File: src/hdl/assert_macros.svh
// ----------------------------------------------------------------------------
// assert_macros.svh
// Assertion helper macros shared by the hue rotator RTL.
// ----------------------------------------------------------------------------
`ifndef ASSERT_MACROS_SVH
`define ASSERT_MACROS_SVH
`ifndef SYNTHESIS
`define ASSERT_CLK(label, prop, msg) \
    label: assert property (@(posedge clk) disable iff (!rst_n) prop) else $error(msg);
`define ASSERT_NEVER(label, expr, msg) \
    label: assert property (@(posedge clk) disable iff (!rst_n) !(expr)) else $error(msg);
`else
`define ASSERT_CLK(label, prop, msg)
`define ASSERT_NEVER(label, expr, msg)
`endif
`endif

File: src/hdl/rgbhr_pkg.sv
// ----------------------------------------------------------------------------
// rgbhr_pkg
// Constants, types and helpers for the RGB hue rotator.
// ----------------------------------------------------------------------------
package rgbhr_pkg;
    localparam int HUE_FRAC_BITS = 8;
    localparam int ONE  = 1 << HUE_FRAC_BITS;
    localparam int SEXT = 60 * ONE;
    localparam int FULL = 360 * ONE;
    localparam int HW   = $clog2(FULL);
    localparam int QD   = 4;
    localparam int QAW  = $clog2(QD);

    typedef logic [7:0] chan_t;
    typedef logic signed [9:0] shift_t;

    typedef struct packed {
        chan_t       mx;
        chan_t       mn;
        chan_t       d;
        logic [1:0]  base;
        logic        negative;
        logic [7:0]  num;
        logic        grey;
        chan_t       r;
        chan_t       g;
        chan_t       b;
    } cls_t;

    typedef struct packed {
        chan_t r;
        chan_t g;
        chan_t b;
    } rgb_t;

    localparam logic [1:0] BASE_R = 2'd0;
    localparam logic [1:0] BASE_G = 2'd1;
    localparam logic [1:0] BASE_B = 2'd2;
endpackage

File: src/hdl/rgbhr_front.sv
// ----------------------------------------------------------------------------
// rgbhr_front
// Accepts a color and classifies it: max, min, chroma, sextant base, sign.
// ----------------------------------------------------------------------------
module rgbhr_front (
    input  logic            clk,
    input  logic            rst_n,
    input  logic            in_valid,
    output logic            in_ready,
    input  rgbhr_pkg::rgb_t in_rgb,
    output logic            cls_valid,
    input  logic            cls_ready,
    output rgbhr_pkg::cls_t cls
);
    import rgbhr_pkg::*;

    logic valid_reg;
    cls_t cls_reg;
    cls_t cls_next;
    chan_t mx, mn, pos, neg;

    assign in_ready = !valid_reg || cls_ready;
    assign cls_valid = valid_reg;
    assign cls = cls_reg;

    always_comb
    begin
        mx = in_rgb.r;
        mn = in_rgb.r;
        if (in_rgb.g > mx) mx = in_rgb.g;
        if (in_rgb.b > mx) mx = in_rgb.b;
        if (in_rgb.g < mn) mn = in_rgb.g;
        if (in_rgb.b < mn) mn = in_rgb.b;
        cls_next.mx = mx;
        cls_next.mn = mn;
        cls_next.d = mx - mn;
        cls_next.grey = (mx == mn);
        cls_next.r = in_rgb.r;
        cls_next.g = in_rgb.g;
        cls_next.b = in_rgb.b;
        if (mx == in_rgb.r)
        begin
            cls_next.base = BASE_R; pos = in_rgb.g; neg = in_rgb.b;
        end
        else if (mx == in_rgb.g)
        begin
            cls_next.base = BASE_G; pos = in_rgb.b; neg = in_rgb.r;
        end
        else
        begin
            cls_next.base = BASE_B; pos = in_rgb.r; neg = in_rgb.g;
        end
        cls_next.negative = pos < neg;
        cls_next.num = (pos >= neg) ? pos - neg : neg - pos;
    end

    always_ff @(posedge clk or negedge rst_n)
    begin
        if (!rst_n)
            valid_reg <= 1'b0;
        else if (in_ready)
            valid_reg <= in_valid;
    end

    always_ff @(posedge clk)
    begin
        if (in_ready && in_valid)
            cls_reg <= cls_next;
    end
endmodule

File: src/hdl/rgbhr_queue.sv
// ----------------------------------------------------------------------------
// rgbhr_queue
// Small FIFO decoupling classification from the hue rebuild pipeline.
// ----------------------------------------------------------------------------
module rgbhr_queue (
    input  logic            clk,
    input  logic            rst_n,
    input  logic            wr_valid,
    output logic            wr_ready,
    input  rgbhr_pkg::cls_t wr_data,
    output logic            rd_valid,
    input  logic            rd_ready,
    output rgbhr_pkg::cls_t rd_data
);
    import rgbhr_pkg::*;
`include "assert_macros.svh"

    cls_t mem [QD];
    logic [QAW-1:0] wp_reg, rp_reg;
    logic [QAW:0] cnt_reg;
    logic wr, rd;

    assign wr_ready = cnt_reg != QAW'(0) + (QAW+1)'(QD);
    assign rd_valid = cnt_reg != '0;
    assign rd_data = mem[rp_reg];
    assign wr = wr_valid && wr_ready;
    assign rd = rd_valid && rd_ready;

    always_ff @(posedge clk or negedge rst_n)
    begin
        if (!rst_n)
        begin
            wp_reg <= '0;
            rp_reg <= '0;
            cnt_reg <= '0;
        end
        else
        begin
            if (wr) wp_reg <= wp_reg + 1'b1;
            if (rd) rp_reg <= rp_reg + 1'b1;
            cnt_reg <= cnt_reg + (QAW+1)'(wr) - (QAW+1)'(rd);
        end
    end

    always_ff @(posedge clk)
    begin
        if (wr)
            mem[wp_reg] <= wr_data;
    end

    `ASSERT_NEVER(a_cnt_range, cnt_reg > (QAW+1)'(QD), "queue overfilled")
    `ASSERT_CLK(a_ptr_gap, (wp_reg - rp_reg) == cnt_reg[QAW-1:0], "pointer/count mismatch")
    `ASSERT_CLK(a_cnt_step, wr && !rd |=> cnt_reg == $past(cnt_reg) + 1'b1, "count step")
endmodule

File: src/hdl/rgbhr_back.sv
// ----------------------------------------------------------------------------
// rgbhr_back
// Hue rebuild pipeline: divide, rotate/wrap, intermediate channel, sectors.
// ----------------------------------------------------------------------------
module rgbhr_back (
    input  logic                    clk,
    input  logic                    rst_n,
    input  logic signed [9:0]       shift,
    input  logic                    in_valid,
    output logic                    in_ready,
    input  rgbhr_pkg::cls_t         cls,
    output logic                    out_valid,
    input  logic                    out_ready,
    output rgbhr_pkg::rgb_t         out_rgb
);
    import rgbhr_pkg::*;
`include "assert_macros.svh"

    localparam int DW = 8 + 6 + HUE_FRAC_BITS;
    localparam int NS = 8;
    localparam int PS = NS + 7;
    // 2*SEXT = 15 << (HUE_FRAC_BITS+3); divide by 15 by reciprocal, exact below 4681
    localparam int XSH = HUE_FRAC_BITS + 3;
    localparam int XRCP = 4370;

    logic adv;
    logic [PS-1:0] v_reg;

    assign adv = !v_reg[PS-1] || out_ready;
    assign in_ready = adv;
    assign out_valid = v_reg[PS-1];

    cls_t c_reg [PS-1];
    logic [DW-1:0] rem_reg [NS+1];
    logic [DW-1:0] q_reg [NS+1];

    // stage 0: load dividend 60*num*ONE; restoring division one quotient bit a time
    // bits per stage covers DW quotient bits over NS stages
    localparam int BPS = (DW + NS - 1) / NS;

    logic [DW-1:0] rem_n [NS];
    logic [DW-1:0] q_n [NS];
    logic [2*DW-1:0] pr;

    always_comb
    begin
        for (int s = 0; s < NS; s++)
        begin
            rem_n[s] = rem_reg[s];
            q_n[s] = q_reg[s];
            for (int j = 0; j < BPS; j++)
            begin
                if ((s*BPS + j) < DW)
                begin
                    pr = {rem_n[s], q_n[s]} << 1;
                    rem_n[s] = pr[2*DW-1:DW];
                    q_n[s] = pr[DW-1:0];
                    if (rem_n[s] >= DW'(c_reg[s].d))
                    begin
                        rem_n[s] = rem_n[s] - DW'(c_reg[s].d);
                        q_n[s][0] = 1'b1;
                    end
                end
            end
        end
    end

    logic [DW-1:0] dividend;
    assign dividend = DW'(in_valid ? cls.num : 8'd0) * DW'(60) << HUE_FRAC_BITS;

    logic [HW:0] hue_reg;
    logic [HW+1:0] tot_reg;
    logic [HW-1:0] h_reg;
    logic [2:0] k_reg, k2_reg;
    logic [HW-1:0] t_reg;
    logic [8+HW:0] prod_reg;
    rgb_t o_reg;

    logic [HW:0] hue_n;
    logic signed [HW+2:0] tot_n;
    logic [HW+1:0] tw;
    logic [HW-1:0] h_n;
    logic [HW-1:0] f;
    logic [2:0] k_n;
    logic [8+HW+1:0] xnum;
    logic [11:0] xm;
    logic [24:0] xq;
    chan_t xv;
    rgb_t o_n;

    always_comb
    begin
        hue_n = (HW+1)'(q_reg[NS]);
        case (c_reg[NS].base)
            BASE_R: hue_n = c_reg[NS].negative ? (HW+1)'(FULL) - (HW+1)'(q_reg[NS])
                                              : (HW+1)'(q_reg[NS]);
            BASE_G: hue_n = c_reg[NS].negative ? (HW+1)'(120*ONE) - (HW+1)'(q_reg[NS])
                                              : (HW+1)'(120*ONE) + (HW+1)'(q_reg[NS]);
            default: hue_n = c_reg[NS].negative ? (HW+1)'(240*ONE) - (HW+1)'(q_reg[NS])
                                               : (HW+1)'(240*ONE) + (HW+1)'(q_reg[NS]);
        endcase
        if (c_reg[NS].grey)
            hue_n = '0;
        // shift in -512..511 deg; offset by 720 then bring into range
        tot_n = $signed({2'b0, hue_reg}) + ((HW+3)'(shift) <<< HUE_FRAC_BITS)
              + (HW+3)'(720*ONE);
        tw = tot_reg;
        for (int i = 1; i < 5; i++)
            if (tot_reg >= (HW+2)'(i*FULL)) tw = tot_reg - (HW+2)'(i*FULL);
        h_n = HW'(tw);
        k_n = 3'd0;
        for (int i = 1; i < 6; i++)
            if (h_reg >= HW'(i*SEXT)) k_n = 3'(i);
        f = h_reg - HW'(k_n) * HW'(SEXT);
        xnum = {prod_reg, 1'b0} + (9+HW+1)'(SEXT);
        xm = 12'(xnum >> XSH);
        xq = 25'(xm) * 25'(XRCP);
        xv = c_reg[PS-2].mn + xq[23:16];
        case (k2_reg)
            3'd0: o_n = '{c_reg[PS-2].mx, xv, c_reg[PS-2].mn};
            3'd1: o_n = '{xv, c_reg[PS-2].mx, c_reg[PS-2].mn};
            3'd2: o_n = '{c_reg[PS-2].mn, c_reg[PS-2].mx, xv};
            3'd3: o_n = '{c_reg[PS-2].mn, xv, c_reg[PS-2].mx};
            3'd4: o_n = '{xv, c_reg[PS-2].mn, c_reg[PS-2].mx};
            default: o_n = '{c_reg[PS-2].mx, c_reg[PS-2].mn, xv};
        endcase
        if (c_reg[PS-2].grey)
            o_n = '{c_reg[PS-2].r, c_reg[PS-2].g, c_reg[PS-2].b};
    end

    assign out_rgb = o_reg;

    always_ff @(posedge clk or negedge rst_n)
    begin
        if (!rst_n)
            v_reg <= '0;
        else if (adv)
            v_reg <= {v_reg[PS-2:0], in_valid};
    end

    always_ff @(posedge clk)
    begin
        if (adv)
        begin
            c_reg[0] <= cls;
            rem_reg[0] <= '0;
            q_reg[0] <= dividend;
            for (int s = 0; s < NS; s++)
            begin
                rem_reg[s+1] <= rem_n[s];
                q_reg[s+1] <= q_n[s];
            end
            for (int s = 1; s < PS-1; s++)
                c_reg[s] <= c_reg[s-1];
            hue_reg <= hue_n;
            tot_reg <= (HW+2)'(tot_n);
            h_reg <= h_n;
            k_reg <= k_n;
            t_reg <= k_n[0] ? HW'(SEXT) - f : f;
            prod_reg <= (9+HW)'(c_reg[NS+4].d) * (9+HW)'(t_reg);
            k2_reg <= k_reg;
            o_reg <= o_n;
        end
    end

    `ASSERT_CLK(a_hold, out_valid && !out_ready |=> out_valid && $stable(o_reg), "output dropped")
    `ASSERT_NEVER(a_k_range, v_reg[NS+4] && k_reg > 3'd5, "sextant out of range")
    `ASSERT_NEVER(a_h_range, v_reg[NS+3] && h_reg >= HW'(FULL), "hue not wrapped")
endmodule

File: src/hdl/rgb_hue_rotator_unit.sv
// ----------------------------------------------------------------------------
// rgb_hue_rotator_unit
// RGB hue rotator: configurable signed angle, one color/clock unless stalled.
// ----------------------------------------------------------------------------
// Accepts one color per clock while the output is not stalled and returns the
// rotated color through the classifier register, the queue, a load stage,
// the eight divider stages and six rebuild stages. A stalled output freezes
// the rebuild pipeline; the 4-entry queue between the classifier and the
// pipeline absorbs stalls.
module rgb_hue_rotator_unit (
    input  logic        clk,
    input  logic        rst_n,
    input  logic        cfg_we,
    input  logic [9:0]  cfg_wdata,
    input  logic        in_valid,
    output logic        in_ready,
    input  logic [7:0]  red_in,
    input  logic [7:0]  green_in,
    input  logic [7:0]  blue_in,
    output logic        out_valid,
    input  logic        out_ready,
    output logic [7:0]  red_result,
    output logic [7:0]  green_result,
    output logic [7:0]  blue_result
);
    import rgbhr_pkg::*;

    shift_t shift_reg;
    cls_t f_cls, q_cls;
    logic f_valid, f_ready, q_valid, q_ready;
    rgb_t o;

    always_ff @(posedge clk or negedge rst_n)
    begin
        if (!rst_n)
            shift_reg <= '0;
        else if (cfg_we)
            shift_reg <= cfg_wdata;
    end

    rgbhr_front u_front (
        .clk(clk), .rst_n(rst_n), .in_valid(in_valid), .in_ready(in_ready),
        .in_rgb({red_in, green_in, blue_in}),
        .cls_valid(f_valid), .cls_ready(f_ready), .cls(f_cls)
    );

    rgbhr_queue u_queue (
        .clk(clk), .rst_n(rst_n), .wr_valid(f_valid), .wr_ready(f_ready),
        .wr_data(f_cls), .rd_valid(q_valid), .rd_ready(q_ready), .rd_data(q_cls)
    );

    rgbhr_back u_back (
        .clk(clk), .rst_n(rst_n), .shift(shift_reg), .in_valid(q_valid),
        .in_ready(q_ready), .cls(q_cls), .out_valid(out_valid),
        .out_ready(out_ready), .out_rgb(o)
    );

    assign red_result = o.r;
    assign green_result = o.g;
    assign blue_result = o.b;
endmodule
File: config.mk
export PLATFORM = sky130hd
export DESIGN_NAME = rgb_hue_rotator_unit
export DESIGN_NICKNAME = d
export VERILOG_FILES = /design/src/hdl/rgbhr_pkg.sv /design/src/hdl/rgbhr_front.sv /design/src/hdl/rgbhr_queue.sv /design/src/hdl/rgbhr_back.sv /design/src/hdl/rgb_hue_rotator_unit.sv
export VERILOG_INCLUDE_DIRS = /design/src /design/src/hdl
export SDC_FILE = /design/constraint.sdc
export NUM_CORES = 2
export LEC_CHECK = 0
export BUFFER_PORTS_ARGS = -buffer_cell sky130_fd_sc_hd__buf_4
export CAP_MARGIN = 10
export CELL_PAD_IN_SITES_DETAIL_PLACEMENT = 1
export CELL_PAD_IN_SITES_GLOBAL_PLACEMENT = 1
export CORE_MARGIN = 1
export CORE_UTILIZATION = 49
export DETAILED_ROUTE_END_ITERATION = 6
export PLACE_DENSITY_LB_ADDON = 0.1
export SYNTH_ARGS = -nofsm -noshare
export SYNTH_HDL_FRONTEND = slang
export SYNTH_SLANG_ARGS = --single-unit
File: constraint.sdc
create_clock -name clk -period 78.4 [get_ports clk]
set_input_delay 0 -clock clk [delete_from_list [all_inputs] [get_ports clk]]
set_output_delay 0 -clock clk [all_outputs]
set_load 0.1 [all_outputs]
### Yosys cells after proc, flatten, opt, wreduce, memory -nomap -nowiden

Memory sizes are Yosys's and may differ from the RTL's.
Index checks and enable logic that the tools add are counted.

| operators by class | value |
|---|---|
| muxes and demuxes | 75 |
| order comparisons | 37 |
| eq/ne operators | 9 |
| $mul | 4 |
| reduce and logical (&&, ||, !) cells | 10 |
| add/subtract/negate cells | 44 |

Operators by type and width:

| cell | number |
|---|---|
| $ge 22x8->1 | 22 |
| $mux 21 | 14 |
| $sub 21x8->21 | 14 |
| $mux 22 | 8 |
| $sub 22x8->22 | 8 |
| $pmux 24 s5 | 1 |
| $mux 17 | 5 |
| $mux 8 | 10 |
| $mux 18 | 3 |
| $ge 19x19->1 const B | 2 |
| $pmux 18 s2 | 1 |
| $ge 17x16->1 const B | 2 |
| $sub 17x17->17 const B | 2 |
| $mux 1 | 27 |
| $eq 8x8->1 | 3 |
| $lt 8x8->1 | 3 |
| $mux 24 | 1 |
| $sub 8x8->8 | 3 |
| $add 23x14->23 const B | 1 |
| $mul 12x12->23 const B | 1 |
| $mul 22x4->12 const B | 1 |
| $mul 8x17->22 | 1 |
| $add 19x18->19 | 1 |
| $add 19x19->19 const B | 1 |
| 34 further kinds | 44 |

| word-level totals | value |
|---|---|
| input port bits | 39 |
| memories kept | 4 |
| register bits after elaboration | 216 |
| word-level logic and storage cells | 209 |
| output and inout port bits | 26 |
| memory bits (writable) | 1,476 |

Memories:

| name | words | width | rd ports | clocked after Yosys merged registers in | write ports | RTL line | text |
|---|---|---|---|---|---|---|---|
| u_back.c_reg | 14 | 60 | 14 | 0 | 14 | rgbhr_back.sv:33 | `cls_t c_reg [PS-1];` |
| u_queue.mem | 4 | 60 | 1 | 0 | 1 | rgbhr_queue.sv:18 | `cls_t mem [QD];` |
| u_back.q_reg | 9 | 22 | 9 | 0 | 9 | rgbhr_back.sv:35 | `logic [DW-1:0] q_reg [NS+1];` |
| u_back.rem_reg | 9 | 22 | 8 | 0 | 9 | rgbhr_back.sv:34 | `logic [DW-1:0] rem_reg [NS+1];` |

### Depth between registers and ports, before layout

| logic depth | value |
|---|---|
| depth in word-level cells | 10 |
| gate-level depth with buffers | 42 |
| mapped depth without buffers | 39 |

### Modules after synthesis

A second synthesis with hierarchy kept.

| second synthesis, totals | value |
|---|---|
| cells, all modules | 5,530 |
| area total of the unflattened synthesis | 71,822.6 um^2 |

Modules (own cells, without submodules):

| module | area an instance (um^2) | instances | sequential area each (um^2) | cells each |
|---|---|---|---|---|
| rgbhr_back | 57,342.5 | 1 | 32,536.2 | 4,667 |
| rgbhr_queue | 9,196.3 | 1 | 7,382.1 | 355 |
| rgbhr_front | 4,872.2 | 1 | 1,826.8 | 487 |
| rgb_hue_rotator_unit | 411.6 | 1 | 250.2 | 21 |

### Worst setup path before layout

OpenSTA, ideal clock, no wires.

| path | value |
|---|---|
| path type | reg-to-reg |
| start | register u_back.v_reg[14] |
| end | register u_back.v_reg[10] |
| library setup time | 0.191 ns |
| clock period less this slack | 34.086 ns |
| cell stages (with the launch flop) | 5 |
| arrival | 33.896 ns |
| data required time | 78.209 ns |
| path slack | 44.314 ns |
| path buffers | 2 |
| cell sequence | dfrtp_1 > nand2b_1 > clkbuf_1 > buf_1 > mux2_2 |

| between the ends | value |
|---|---|
| longest elaborated chain between the ends | 2 |

RTL lines:

| item | RTL line | text |
|---|---|---|
| from (decl) | rgbhr_back.sv:27 | `logic [PS-1:0] v_reg;` |
| from (signal assigned) | rgbhr_back.sv:138 | `v_reg <= {v_reg[PS-2:0], in_valid};` |
| $logic_not 1->1 | rgbhr_back.sv:29 | `assign adv = !v_reg[PS-1] \|\| out_ready;` |
| $logic_or 1x1->1 | rgbhr_back.sv:29 |  |

Every way passes these cells.
A chain may end at the register's enable or synchronous reset.

==> flow_metrics.env <==
export IMPL_outcome="complete, no violations"
export IMPL_synthAdderAreaFrac=0.103
export IMPL_syn_area_um2=71800
export IMPL_synth_compound_area_share=0.0976
export IMPL_synth_flop_cell="edfxtp_1"
export IMPL_synth_common_cells="edfxtp_1, nand2_1, inv_1"
export IMPL_post_cts_setup_buffers=0
export IMPL_worst_pin_slew_ns=1.25
export IMPL_post_drt_wl_per_cell_um=20.5
export IMPL_crit_path_end_kind="flop"
export IMPL_netlist_cell_type_count=112
export IMPL_grt_overflow_total=0
export IMPL_rows=140
export IMPL_synthCells=5514
export IMPL_drt_initial_drc_count=2167
export IMPL_fmax_mhz=102
export IMPL_drive_gt1_frac=0.0946
export IMPL_dpl_hpwl_mm=112
export IMPL_yosys_warnings=0
export IMPL_fin_skew_ns=0.0469
export IMPL_fillers=14400
export IMPL_drt_first_pass_iters=5
export IMPL_antenna_found_initial=0
export IMPL_clkLatencyLatePin_ns=0.80
export IMPL_nets=6264
export IMPL_gp_congestion=0.823
export IMPL_setup_tns_ns=0
export IMPL_ant_nets=0
export IMPL_period_share=0.125
export IMPL_required_ns=78.95
export IMPL_path_class="input port to flop"
export IMPL_max_cap_violations=0
export IMPL_cts_clk_slew_worst_paths_ns=0.06
export IMPL_arrival_ns=10.33
export IMPL_synth_top_family_by_area="adder cells"
export IMPL_synth_edff_count=1371
export IMPL_syn_nets=6066
export IMPL_syn_avg_cell_area_um2=13.0
export IMPL_wirelength_mm=159
export IMPL_finalMaxSlewViolations=0
export IMPL_antenna_cells=0
export IMPL_start_util=0.493
export IMPL_rsz0062_at_grt="no"
export IMPL_synth_xor_area_share=0.0464
export IMPL_cts_max_path_buffers=3
export IMPL_synth_top_area_frac=0.574
export IMPL_core_area_um2=146000
export IMPL_place_area_um2=74400
export IMPL_clock_sinks=1404
export IMPL_cts_inserted_buffers=147
export IMPL_slew_headroom=0.164
export IMPL_drcViolationCount=0
export IMPL_multi_input_area_um2=27700
export IMPL_regArea_um2=42000
export IMPL_place_port_buffers=64
export IMPL_stdcell_count=7753
export IMPL_largest_reg_flops=705
export IMPL_yosysTopAreaCell="edfxtp_1"
export IMPL_cts_tree="built"
export IMPL_slowest_delay_ns=0.84
export IMPL_critPathLaunchType="input port"
export IMPL_vias_per_cell=5.61
export IMPL_hold_violations=0
export IMPL_synthArstFlopShare=0.0235
export IMPL_ys_seq_area_frac=0.585
export IMPL_crit_fanout=17
export IMPL_muxShareOfSynthArea=0.0376
export IMPL_stdcell_area_um2=80500
export IMPL_vias=43500
export IMPL_dp_cells=7394
export IMPL_cts_htree_levels=4
export IMPL_cts_root_buf="clkbuf_16"
export IMPL_fin_crit_ns=9.78
export IMPL_fp_dieW_um=385
export IMPL_grt_pass1_vias=45800
export IMPL_cp_top_family="compound AO/OA/AOI/OAI gates"
export IMPL_synthTopCellsByArea="edfxtp_1, ha_1, fa_1, xnor2_1, nand2_1"
export IMPL_grt_max_degree=168
export IMPL_die_area_um2=148000
export IMPL_grt_util_all_layers=0.217
export IMPL_hold_class="input port to flop"
export IMPL_synthSimpleGateAreaFrac=0.101
export IMPL_synth_seq_cells=1404
export IMPL_path_buf_inv=4
export IMPL_area_growth_pct=12.2
export IMPL_finalSetupViolCount=0
export IMPL_grt_first_pass_wirelength_mm=252
export IMPL_io_pins=65
export IMPL_yosysMostFrequentCell="edfxtp_1"
export IMPL_die_y_um=385
export IMPL_slowest_stage="nor2_2"
==> logic make-up after synthesis <==
| group | after synthesis |
|---|---|
| AND/OR/NAND/NOR | 1436 |
| flip-flops | 1404 |
| AO/OA/AOI/OAI | 1057 |
| buffers and inverters | 533 |
| adder cells (fa/ha/maj) | 514 |
| XOR/XNOR | 378 |
| multiplexers | 192 |
==> what timing repair did <==
action,in CTS,in global routing
resized for setup,0,0
hold buffers,86,0
hold endpoints to repair,117,0
==> layer usage <==
metal / up-vias / routed length [um] / track usage
met5: - / 0 / 0
met4: 0 / 3620 / 0.0605
met3: 220 / 4820 / 0.0289
met2: 579 / 78900 / 0.373
met1: 21800 / 71200 / 0.287
li1: 20900 / - / -
==> worst reg2reg max path, delay by kind of cell (launching register included) <==
| family | cells | cell delay [ns] |
|---|---|---|
| XOR/XNOR | 1 | 0.21 |
| buffers and inverters | 3 | 0.80 |
| adder cells (fa/ha/maj) | 3 | 1.19 |
| AND/OR/NAND/NOR | 8 | 2.39 |
| flip-flops | 1 | 0.55 |
| AO/OA/AOI/OAI | 18 | 4.17 |
==> worst paths after layout <==
| path | from | to | slack, ns | depth (start not counted) |
|---|---|---|---|---|
| max | red_in[1] | u_front.cls[32] | 68.62 | 41 |
| max reg2reg | u_back.c_reg[0][276] | u_back.rem_reg[0][123] | 68.82 | 33 |
| min in group asynchronous | rst_n | u_back.v_reg[14] | 0.21 | 4 |
| min | blue_in[3] | u_front.cls[3] | 0.08 | 2 |
| min reg2reg | u_back.c_reg[1][48] | u_back.c_reg[1][108] | 0.38 | 0 |
| max in group asynchronous | rst_n | shift_reg[5] | 77.89 | 4 |
==> cell type report <==
cell class	instances	share of cell area
clock inverter	89	0.0159
sequential	1404	0.522
tap	1917	0.0298
timing repair buffer	187	0.0205
multi-input combinational	3577	0.345
clock buffer	184	0.0487
inverter	395	0.0185
==> cell usage in the layout (no fill, tap or decap), drive strengths merged, types with 69 or more instances in the layout <==
cell type,count
a21o,108
a21oi,268
and2,102
buf,102
clkbuf,184
dlygate4sd3,85
edfxtp,1371
fa,131
ha,382
inv,396
mux2i,75
nand2,389
nand3,73
nor2,331
nor3,113
o21a,69
o21ai,222
xnor2,246
xor2,131
==> through the flow <==
step | utilization | hold slack (ns) | setup slack [ns]
floorplan | - | -0.296 | 44.31
global placement | 0.511 | 0.0134 | 68.93
detailed placement | 0.511 | 0.0211 | 68.58
CTS | 0.553 | 0.000860 | 68.78
global route | 0.553 | 0.0299 | 67.85
finish | 0.553 | 0.0806 | 68.62
Power is left out: the tool's default activity adds up to more than one toggle a clock period on the data nets, which glitch-free logic cannot reach.
